## src/btfd_pkg.sv

```systemverilog
// shared types, constants and match codes of the bus trace fetch detector
package btfd_pkg;

	// window geometry and field widths
	localparam int WinDepth = 4;
	localparam int AddrW    = 16;
	localparam int DataW    = 8;
	localparam int CntW     = $clog2(WinDepth + 1);
	localparam int KindW    = 3;

	// opcode patterns
	localparam logic [DataW-1:0] BranchMask  = 8'h1B;
	localparam logic [DataW-1:0] BranchValue = 8'h64;
	localparam logic [DataW-1:0] JumpOpcode  = 8'h24;

	// match kinds
	localparam logic [KindW-1:0] KindNone    = 3'd0;
	localparam logic [KindW-1:0] KindEight   = 3'd1;
	localparam logic [KindW-1:0] KindSixteen = 3'd2;
	localparam logic [KindW-1:0] KindRmw     = 3'd3;
	localparam logic [KindW-1:0] KindBranch  = 3'd4;
	localparam logic [KindW-1:0] KindJump    = 3'd5;

	// one observed bus cycle as held in the window
	typedef struct packed {
		logic [AddrW-1:0] addr;
		logic [DataW-1:0] data;
		logic             rd;
	} slot_t;

	typedef slot_t [WinDepth-1:0] window_t;

endpackage

```

## src/bus_trace_fetch_detector.sv

```systemverilog
// top level: window cell chain, pattern matcher and output skid stage
// Takes one bus cycle word per clock while in_stall is low and returns one result
// word per input word, registered in the output register when the output side is free.
// The matcher is a single level of 17/18-bit adds and compares between the four-cell
// window and the output register; a two-entry output stage (result register plus skid
// register) drives a registered in_stall, so input keeps flowing at one word per clock
// while the downstream side takes words. Results are judged only after four words have
// entered the window; earlier words report no fetch.
module bus_trace_fetch_detector (
	input  logic                          clk,
	input  logic                          arst_n,
	input  logic                          in_valid,
	output logic                          in_stall,
	input  logic [btfd_pkg::AddrW-1:0]    address,
	input  logic [btfd_pkg::DataW-1:0]    data_byte,
	input  logic                          is_read,
	input  logic                          device_selected,
	output logic                          out_valid,
	input  logic                          out_stall,
	output logic                          fetch_detected,
	output logic [btfd_pkg::KindW-1:0]    match_kind
);

	localparam logic [btfd_pkg::CntW-1:0] CntFull = btfd_pkg::CntW'(btfd_pkg::WinDepth);

	logic                           in_accept;
	logic                           out_move;
	btfd_pkg::slot_t                cur_slot;
	btfd_pkg::window_t              win;
	logic [btfd_pkg::KindW-1:0]     raw_kind;
	logic [btfd_pkg::KindW-1:0]     new_kind;
	logic [btfd_pkg::CntW-1:0]      cycles_seen_q;
	logic                           out_valid_q;
	logic [btfd_pkg::KindW-1:0]     out_kind_q;
	logic                           skid_valid_q;
	logic [btfd_pkg::KindW-1:0]     skid_kind_q;

	assign in_accept = in_valid && !in_stall;
	assign out_move  = out_valid_q && !out_stall;
	assign cur_slot  = '{addr: address, data: data_byte, rd: is_read};

	// window chain, newest cell at the top index
	for (genvar i = 0; i < btfd_pkg::WinDepth; i++) begin : g_cell
		btfd_pkg::slot_t cell_in;
		if (i == btfd_pkg::WinDepth - 1) begin : g_head
			assign cell_in = cur_slot;
		end else begin : g_body
			assign cell_in = win[i+1];
		end
		btfd_cell u_cell (
			.clk    (clk),
			.arst_n (arst_n),
			.shift  (in_accept),
			.din    (cell_in),
			.dout   (win[i])
		);
	end

	// pattern matching on the current word
	btfd_judge u_judge (
		.win  (win),
		.cur  (address),
		.kind (raw_kind)
	);

	assign new_kind = ((cycles_seen_q == CntFull) && is_read && !device_selected)
	                ? raw_kind : btfd_pkg::KindNone;

	// saturating fill counter
	always_ff @(posedge clk or negedge arst_n) begin
		if (!arst_n) begin
			cycles_seen_q <= '0;
		end else if (in_accept && (cycles_seen_q != CntFull)) begin
			cycles_seen_q <= cycles_seen_q + 1'b1;
		end
	end

	// output register with skid entry
	always_ff @(posedge clk or negedge arst_n) begin
		if (!arst_n) begin
			out_valid_q  <= 1'b0;
			skid_valid_q <= 1'b0;
		end else if (skid_valid_q) begin
			if (out_move) begin
				skid_valid_q <= 1'b0;
			end
		end else if (in_accept) begin
			if (!out_valid_q || out_move) begin
				out_valid_q <= 1'b1;
			end else begin
				skid_valid_q <= 1'b1;
			end
		end else if (out_move) begin
			out_valid_q <= 1'b0;
		end
	end

	// result words, no reset needed
	always_ff @(posedge clk) begin
		if (skid_valid_q) begin
			if (out_move) begin
				out_kind_q <= skid_kind_q;
			end
		end else if (in_accept) begin
			if (!out_valid_q || out_move) begin
				out_kind_q <= new_kind;
			end else begin
				skid_kind_q <= new_kind;
			end
		end
	end

	assign in_stall       = skid_valid_q;
	assign out_valid      = out_valid_q;
	assign match_kind     = out_kind_q;
	assign fetch_detected = (out_kind_q != btfd_pkg::KindNone);

	// skid entry only fills behind a held result
	a_skid_behind_out: assert property (@(posedge clk) disable iff (!arst_n)
		skid_valid_q |-> out_valid_q)
		else $error("skid entry valid without a result in the output register");

	// fill counter never passes the window depth
	a_cnt_sat: assert property (@(posedge clk) disable iff (!arst_n)
		cycles_seen_q <= CntFull)
		else $error("fill counter beyond window depth");

	// an accepted word into an empty output stage shows up next cycle
	a_accept_to_out: assert property (@(posedge clk) disable iff (!arst_n)
		(in_accept && !out_valid_q) |=> (out_valid_q && !skid_valid_q))
		else $error("accepted word did not reach the output register");

	// no fetch reported before the window has filled
	a_no_early_fetch: assert property (@(posedge clk) disable iff (!arst_n)
		(in_accept && !out_valid_q && (cycles_seen_q != CntFull)) |=> (out_kind_q == btfd_pkg::KindNone))
		else $error("fetch reported before window full");

endmodule

```

## src/btfd_cell.sv

```systemverilog
// one window cell: holds a bus cycle and passes it to the older neighbor
module btfd_cell (
	input  logic            clk,
	input  logic            arst_n,
	input  logic            shift,
	input  btfd_pkg::slot_t din,
	output btfd_pkg::slot_t dout
);

	btfd_pkg::slot_t slot_q;

	// take the newer neighbor's word on every accepted cycle, window clears to zero
	always_ff @(posedge clk or negedge arst_n) begin
		if (!arst_n) begin
			slot_q <= '0;
		end else if (shift) begin
			slot_q <= din;
		end
	end

	assign dout = slot_q;

endmodule

```

## src/btfd_judge.sv

```systemverilog
// pattern matcher: classifies the current address against the window
module btfd_judge (
	input  btfd_pkg::window_t                win,
	input  logic [btfd_pkg::AddrW-1:0]       cur,
	output logic [btfd_pkg::KindW-1:0]       kind
);

	// address plus one, one bit wider so nothing wraps
	function automatic logic [btfd_pkg::AddrW:0] inc(input logic [btfd_pkg::AddrW-1:0] a);
		return {1'b0, a} + {{btfd_pkg::AddrW{1'b0}}, 1'b1};
	endfunction

	logic [btfd_pkg::AddrW:0]   cur_x;
	logic [btfd_pkg::AddrW+1:0] br_target;
	logic [btfd_pkg::AddrW:0]   jmp_target;
	logic [btfd_pkg::AddrW:0]   a1_plus2;
	logic                       eight_hit;
	logic                       base16;
	logic                       sixteen_hit;
	logic                       rmw_hit;
	logic                       branch_hit;
	logic                       jump_hit;

	// widened sums for branch and jump targets
	assign cur_x      = {1'b0, cur};
	assign br_target  = {2'b00, win[3].addr}
	                  + {{(btfd_pkg::AddrW + 2 - btfd_pkg::DataW){win[3].data[btfd_pkg::DataW-1]}},
	                     win[3].data}
	                  + {{(btfd_pkg::AddrW + 1){1'b0}}, 1'b1};
	assign jmp_target = {1'b0, win[3].data, win[2].data} + {{btfd_pkg::AddrW{1'b0}}, 1'b1};
	assign a1_plus2   = {1'b0, win[1].addr} + {{(btfd_pkg::AddrW - 1){1'b0}}, 2'd2};

	// individual patterns
	assign eight_hit = (cur_x == inc(win[2].addr)) && ({1'b0, win[2].addr} == inc(win[1].addr))
	                && win[1].rd && win[2].rd;
	assign base16    = (cur_x == inc(win[1].addr)) && ({1'b0, win[1].addr} == inc(win[0].addr))
	                && win[0].rd && win[1].rd;
	assign sixteen_hit = base16 && ({1'b0, win[3].addr} == inc(win[2].addr))
	                  && (win[2].rd == win[3].rd);
	assign rmw_hit   = base16 && (win[3].addr == win[2].addr) && win[2].rd && !win[3].rd;
	assign branch_hit = win[2].rd && ((win[2].data & ~btfd_pkg::BranchMask) == btfd_pkg::BranchValue)
	                 && ({1'b0, win[3].addr} == inc(win[2].addr)) && win[3].rd
	                 && ({1'b0, cur_x} == br_target);
	assign jump_hit  = win[1].rd && (win[1].data == btfd_pkg::JumpOpcode)
	                && ({1'b0, win[2].addr} == inc(win[1].addr))
	                && ({1'b0, win[3].addr} == a1_plus2) && win[2].rd && win[3].rd
	                && (cur_x == jmp_target);

	// priority select
	always_comb begin
		if (eight_hit) begin
			kind = btfd_pkg::KindEight;
		end else if (sixteen_hit) begin
			kind = btfd_pkg::KindSixteen;
		end else if (rmw_hit) begin
			kind = btfd_pkg::KindRmw;
		end else if (branch_hit) begin
			kind = btfd_pkg::KindBranch;
		end else if (jump_hit) begin
			kind = btfd_pkg::KindJump;
		end else begin
			kind = btfd_pkg::KindNone;
		end
	end

endmodule
```

## config.mk

```make
export PLATFORM = sky130hd
export DESIGN_NAME = bus_trace_fetch_detector
export DESIGN_NICKNAME = d
export VERILOG_FILES = /design/src/btfd_pkg.sv /design/src/bus_trace_fetch_detector.sv /design/src/btfd_cell.sv /design/src/btfd_judge.sv
export SDC_FILE = /design/constraint.sdc
export NUM_CORES = 1
export LEC_CHECK = 0
export BUFFER_PORTS_ARGS = -buffer_cell sky130_fd_sc_hd__buf_4
export CELL_PAD_IN_SITES_DETAIL_PLACEMENT = 1
export CELL_PAD_IN_SITES_GLOBAL_PLACEMENT = 1
export CORE_MARGIN = 2
export CORE_UTILIZATION = 51
export DETAILED_ROUTE_END_ITERATION = 10
export PLACE_DENSITY = 0.83
export SLEW_MARGIN = 0
export SYNTH_ARGS = -nofsm -noshare
export SYNTH_HDL_FRONTEND = slang
export SYNTH_HIERARCHICAL = 1
export SYNTH_SLANG_ARGS = --single-unit
```

## constraint.sdc

```tcl
create_clock -name clk -period 4.4 [get_ports clk]
set_input_delay 0.66 -clock clk [delete_from_list [all_inputs] [get_ports clk]]
set_output_delay 0.66 -clock clk [all_outputs]
set_load 0.02 [all_outputs]
```

### After elaboration in Yosys (flattened, before gate mapping)

Cells that the tools add are included.

| operators by class | value |
|---|---|
| add/subtract/negate cells | 8 |
| eq/ne operators | 16 |
| multiplexer cells | 17 |
| bitwise logic cells | 2 |
| reduce and logical (&&, ||, !) cells | 39 |

Operators by type and width:

| kind | number |
|---|---|
| == test 16 x 17 -> 1 bit | 7 |
| adder 16 x 1 -> 17 bit (second input constant) | 4 |
| 2-to-1 mux 3 bit | 10 |
| logical AND 1 bit | 26 |
| adder 17 x 8 -> 18 bit | 1 |
| adder 18 x 1 -> 18 bit (second input constant) | 1 |
| == test 16 x 18 -> 1 bit | 1 |
| adder 16 x 2 -> 17 bit (second input constant) | 1 |
| == test 16 bit | 1 |
| AND reduction 3 bit | 3 |
| == test 8 x 6 -> 1 bit (second input constant) | 1 |
| 2-to-1 mux 1 bit | 7 |
| nonzero test 2 bit | 3 |
| zero test 1 bit | 5 |
| == test 4 x 3 -> 1 bit (second input constant) | 1 |
| adder 3 x 1 -> 3 bit (second input constant) | 1 |
| == test 3 bit (second input constant) | 1 |
| inequality test 3 bit (second input constant) | 1 |
| nonzero test 3 bit | 1 |
| inequality test 2 x 1 -> 1 bit (second input constant) | 1 |
| inequality test 2 bit (second input constant) | 1 |
| inverter 1 bit | 2 |
| == test 1 bit | 1 |
| logical OR 1 bit | 1 |

| storage, ports and cells | value |
|---|---|
| register bits after elaboration | 103 |
| output and inout port bits | 6 |

### Depth between registers and ports, before layout

| logic depth | value |
|---|---|
| word-level depth | 16 |
| mapped depth | 16 |
| depth with buffers taken out | 16 |

### Cells and area by module

Netlist, hierarchy kept.

By module, submodules not included:

| module | instances | cells an instance | area an instance (µm²) | sequential area each (µm²) |
|---|---|---|---|---|
| btfd_judge | 1 | 646 | 4451.8 | 0.0 |
| btfd_cell | 4 | 53 | 1033.5 | 625.6 |
| bus_trace_fetch_detector | 1 | 41 | 541.8 | 305.3 |

### Worst setup path after synthesis

Ideal clock, no wire load.

| path | value |
|---|---|
| kind | flip-flop to flip-flop |
| start | reg g_cell[3].u_cell.slot_q (netlist bit g_cell[3].u_cell/dout[1]) |
| end | reg out_kind_q (netlist bit match_kind[0]) (data pin) |
| setup time | 260 ps |
| data arrival time | 3657 ps |
| data required time | 4140 ps |
| path slack | 483 ps |
| stages on the path, launching flop included | 17 |
| path buffers | 0 |
| cells stage by stage | dfrtp_1 inv_1 ha_1 inv_1 fa_1 a21o_1 a221oi_2 xor2_1 a311oi_1 o221ai_1 or4_1 nor4b_2 nand4_1 a22oi_1 o21ai_1 and2_1 mux2_2 |

| on the way | value |
|---|---|
| cells in the longest elaborated chain, start to end | 12 |

RTL lines:

| element | RTL line | source |
|---|---|---|
| start: declaration | btfd_cell.sv:10 | `btfd_pkg::slot_t slot_q;` |
| start signal: assignment | btfd_cell.sv:17 | `slot_q <= din;` |
| adder 17 x 8 -> 18 bit or adder 16 x 1 -> 17 bit (tied branches) | btfd_judge.sv:27, btfd_judge.sv:30 |  |
| adder 18 x 1 -> 18 bit or == test 16 x 17 -> 1 bit (tied branches) | btfd_judge.sv:29, btfd_judge.sv:47 |  |
| == test 16 x 18 -> 1 bit or logical AND 1 bit (tied branches) | btfd_judge.sv:43, btfd_judge.sv:47 |  |
| logical AND 1 bit or 2-to-1 mux 3 bit (tied branches) | btfd_judge.sv:43, btfd_judge.sv:59 |  |
| 2-to-1 mux 3 bit (*) | btfd_judge.sv:57 | `end else if (branch_hit) begin` |
| 2-to-1 mux 3 bit (*) | btfd_judge.sv:55 | `end else if (rmw_hit) begin` |
| 2-to-1 mux 3 bit (*) | btfd_judge.sv:53 | `end else if (sixteen_hit) begin` |
| 2-to-1 mux 3 bit (*) | btfd_judge.sv:51 | `if (eight_hit) begin` |
| net raw_kind (one bit) | bus_trace_fetch_detector.sv:30 | `logic [btfd_pkg::KindW-1:0] raw_kind;` |
| 2-to-1 mux 3 bit (*) | bus_trace_fetch_detector.sv:67 | `? raw_kind : btfd_pkg::KindNone;` |
| net new_kind (one bit) | bus_trace_fetch_detector.sv:31 | `logic [btfd_pkg::KindW-1:0] new_kind;` |
| 2-to-1 mux 3 bit (*) | bus_trace_fetch_detector.sv:105 | `if (!out_valid_q \|\| out_move) begin` |
| 2-to-1 mux 3 bit (*) | bus_trace_fetch_detector.sv:104 | `end else if (in_accept) begin` |
| 2-to-1 mux 3 bit (*) | bus_trace_fetch_detector.sv:100 | `if (skid_valid_q) begin` |
| end signal: assignment | bus_trace_fetch_detector.sv:102 | `out_kind_q <= skid_kind_q;` |
| end signal: assignment | bus_trace_fetch_detector.sv:106 | `out_kind_q <= new_kind;` |
| end: declaration | bus_trace_fetch_detector.sv:34 | `logic [btfd_pkg::KindW-1:0] out_kind_q;` |

Mark *: on every way through the listed nets, which the timed path passes. The rest lies on a longest branch. The select of a mux whose other input is x is not followed.
A chain may end at the register's enable or synchronous reset.

### Final worst setup path

| path | value |
|---|---|
| start | reg g_cell[3].u_cell.slot_q (netlist bit g_cell[3].u_cell/dout[9]) |
| end | reg out_kind_q (netlist bit match_kind[0]) (data pin) |

| on the way | value |
|---|---|
| cells in the longest elaborated chain, start to end | 14 |

RTL lines:

| element | RTL line |
|---|---|
| branches (longest 8 deep; another with adder 17 x 8 -> 18 bit) | - |
| 2-to-1 mux 3 bit (*) | btfd_judge.sv:53 |
| 2-to-1 mux 3 bit (*) | btfd_judge.sv:51 |
| net raw_kind (one bit) | bus_trace_fetch_detector.sv:30 |
| 2-to-1 mux 3 bit (*) | bus_trace_fetch_detector.sv:67 |
| net new_kind (one bit) | bus_trace_fetch_detector.sv:31 |
| 2-to-1 mux 3 bit (*) | bus_trace_fetch_detector.sv:105 |
| 2-to-1 mux 3 bit (*) | bus_trace_fetch_detector.sv:104 |
| 2-to-1 mux 3 bit (*) | bus_trace_fetch_detector.sv:100 |

Mark *: on every way through the listed nets, which the timed path passes. The select of a mux whose other input is x is not followed.

==> summary.txt <==
Slew HR: 0.3666
vias in the first global route: 7816
H-tree Lvls: 3
I/O pin count: 36
Clock Power Share: 0.097
CTS tree: yes
Port Buf Inserts: 35
outcome: finished clean
Internal: 4503 uW
type of origin of the critical path: flip-flop
Max FO, Critical Path: 2
PD cells: 906.4 mW/mm^2
FP Rows: 48
Setup Viol. Count Final: 0
clock root buffer master: clkbuf_16
post-route ant nets: 0
Hold Path Class: in -> async
post-DP HPWL: 20940 microns
grt total ovfl: 0
Comb pwr share: 0.645
Sink Count: 103
commonest non-fill, non-tap cell in the layout: xnor2_1
initial core utilization: 0.5150
Crit path arrival time: 4.30 ns
Final Hold Viols: 0
TritonCTS Buffers: 9
area delta synth->final: 9.539%
DR DRC count: 0
Fill cells: 1927
Die Span Y: 135.5 microns
sequential cell area: 0.002608 sq mm
Post-CTS Setup Inserts: 0
drt first pass iters: 5
Die Area: 0.01835 sq mm
initial antenna violation count: 0
fin util: 0.5641
Lkg Pwr: 0.003914 uW
area of the multi-input gates: 0.005720 sq mm
first-pass GRT wire length: 43820 microns
highest-count cells in the layout ignoring fill and taps: xnor2_1 (107), dfrtp_1 (97), buf_4 (82), mux2_4 (75), xor2_1 (61)
core area: 0.01712 sq mm
vias per inst: 6.432
Worst EP required: 4.52 ns
Final Wtd Congestion: 0.9163
P_sw: 4249 uW
RSZ-0062 raised after global routing: false
Worst-Margin Slew: 0.9481 ns
clk_lat worst skew: 0.37 ns
Peak Freq: 239.2 MHz
switching part of the total power: 0.4855
nets: 977
diode count: 0
DIE WIDTH: 135.5 microns
Syn Area/Cell: 9.983 sq um
via count: 7403
setup_tns: 0 ns
Flop pwr share: 0.258
Ys Warns: 6
Wirelength per Cell: 24.55 microns
Final Max Tran Viols: 0
Worst VDD drop: 0.5370 mV
fin crit period: 4.181 ns
syn nets: 939
max-cap check violation count: 0
clock buffer depth: 2
largest net degree at the start of global routing: 66
GRT Util Overall: 0.3154
Mapped Cells: 883
share of post-route cells with drive strength above 1: 0.2343
synthesized area: 0.008815 sq mm
Worst-path clk slew: 0.08 ns
first-iteration detailed-routing DRC count: 564
Final Cycle Share: 0.9503
total routed wirelength: 28250 microns
Clock Skews: 0.01198 ns
CP endpoint kind: flip-flop
kind of critical path: reg -> reg
[power by group through the flow]
stage	logic [uW]	registers, uW	clock network, uW
floorplan	4200	1970	0
global placement	5210	2220	0
detailed placement	5430	2260	0
CTS	5500	2250	864
global route	6030	2330	908
finish	5650	2260	850
[worst max-delay path, cell delays in order, from the launching register on]
cell and delay [ns]:
dfrtp_1 0.40, inv_1 0.11, ha_1 0.20, inv_1 0.06
fa_1 0.46, xor2_1 0.18, nor4_1 0.28, nand2_1 0.18
nor4_1 0.34, nand3_1 0.11, or4_1 0.53, nor4b_2 0.27
nand4_1 0.16, a22oi_2 0.15, o21ai_1 0.08, and2_1 0.17
mux2_2 0.26
[layout make-up]
cell class,instances,share of cell area
repair buffers,84,0.06790
flip-flops and latches,103,0.2701
well taps,225,0.02916
clock buffers,9,0.02333
clock inverters,7,0.008941
multi-input cells,702,0.5925
inverters,21,0.008164
[sequential cells by signal, indices dropped and copies added (netlist names)]
register	flops
cycles_seen_q	3
g_cell.u_cell/dout	92
in_stall	1
match_kind	3
out_valid	1
skid_kind_q	3
[worst paths after layout]
path                                           from                   endpoint  slack [ns]  cells after the start
max reg2reg                g_cell[3].u_cell/dout[9]              match_kind[0]        0.22                     16
min                                          arst_n  g_cell[0].u_cell/dout[24]        0.42                      1
min in group clk                   cycles_seen_q[0]           cycles_seen_q[0]        0.51                      1
max in group asynchronous                    arst_n   g_cell[2].u_cell/dout[9]        2.99                      2
min reg2reg                        cycles_seen_q[0]           cycles_seen_q[0]        0.51                      1
max                        g_cell[3].u_cell/dout[9]              match_kind[0]        0.22                     16
[timing repair]
| action | CTS | global route |
|---|---|---|
| endpoints found under the hold margin | 0 | 0 |
| resized for setup | 0 | 5 |
| hold buffers | 0 | 0 |
| endpoints found under the setup margin | 0 | 2 |
[routing by layer]
metal / up-vias / part of all wire / GRT usage
met4: 0 / 0.052 / 0.1690
met2: 270 / 0.50 / 0.5395
met3: 92 / 0.050 / 0.05275
met1: 3780 / 0.40 / 0.3802
li1: 3261 / - / -
met5: - / 0 / 0
[metrics by stage]
stage / hold WS (ns) / total power, uW / area, sq um / std cells / worst slack, ns
floorplan: 0.3644 / 6176 / 8815 / 883 / 0.4828
global placement: 0.4942 / 7423 / 9319 / 1135 / 0.3419
CTS: 0.4533 / 8610 / 9630 / 1151 / 0.06596
finish: 0.4175 / 8752 / 9656 / 1151 / 0.2186
global route: 0.4841 / 9269 / 9656 / 1151 / 0.01343
detailed placement: 0.5003 / 7685 / 9319 / 1135 / 0.08380
(Power assumes the default switching activity.)
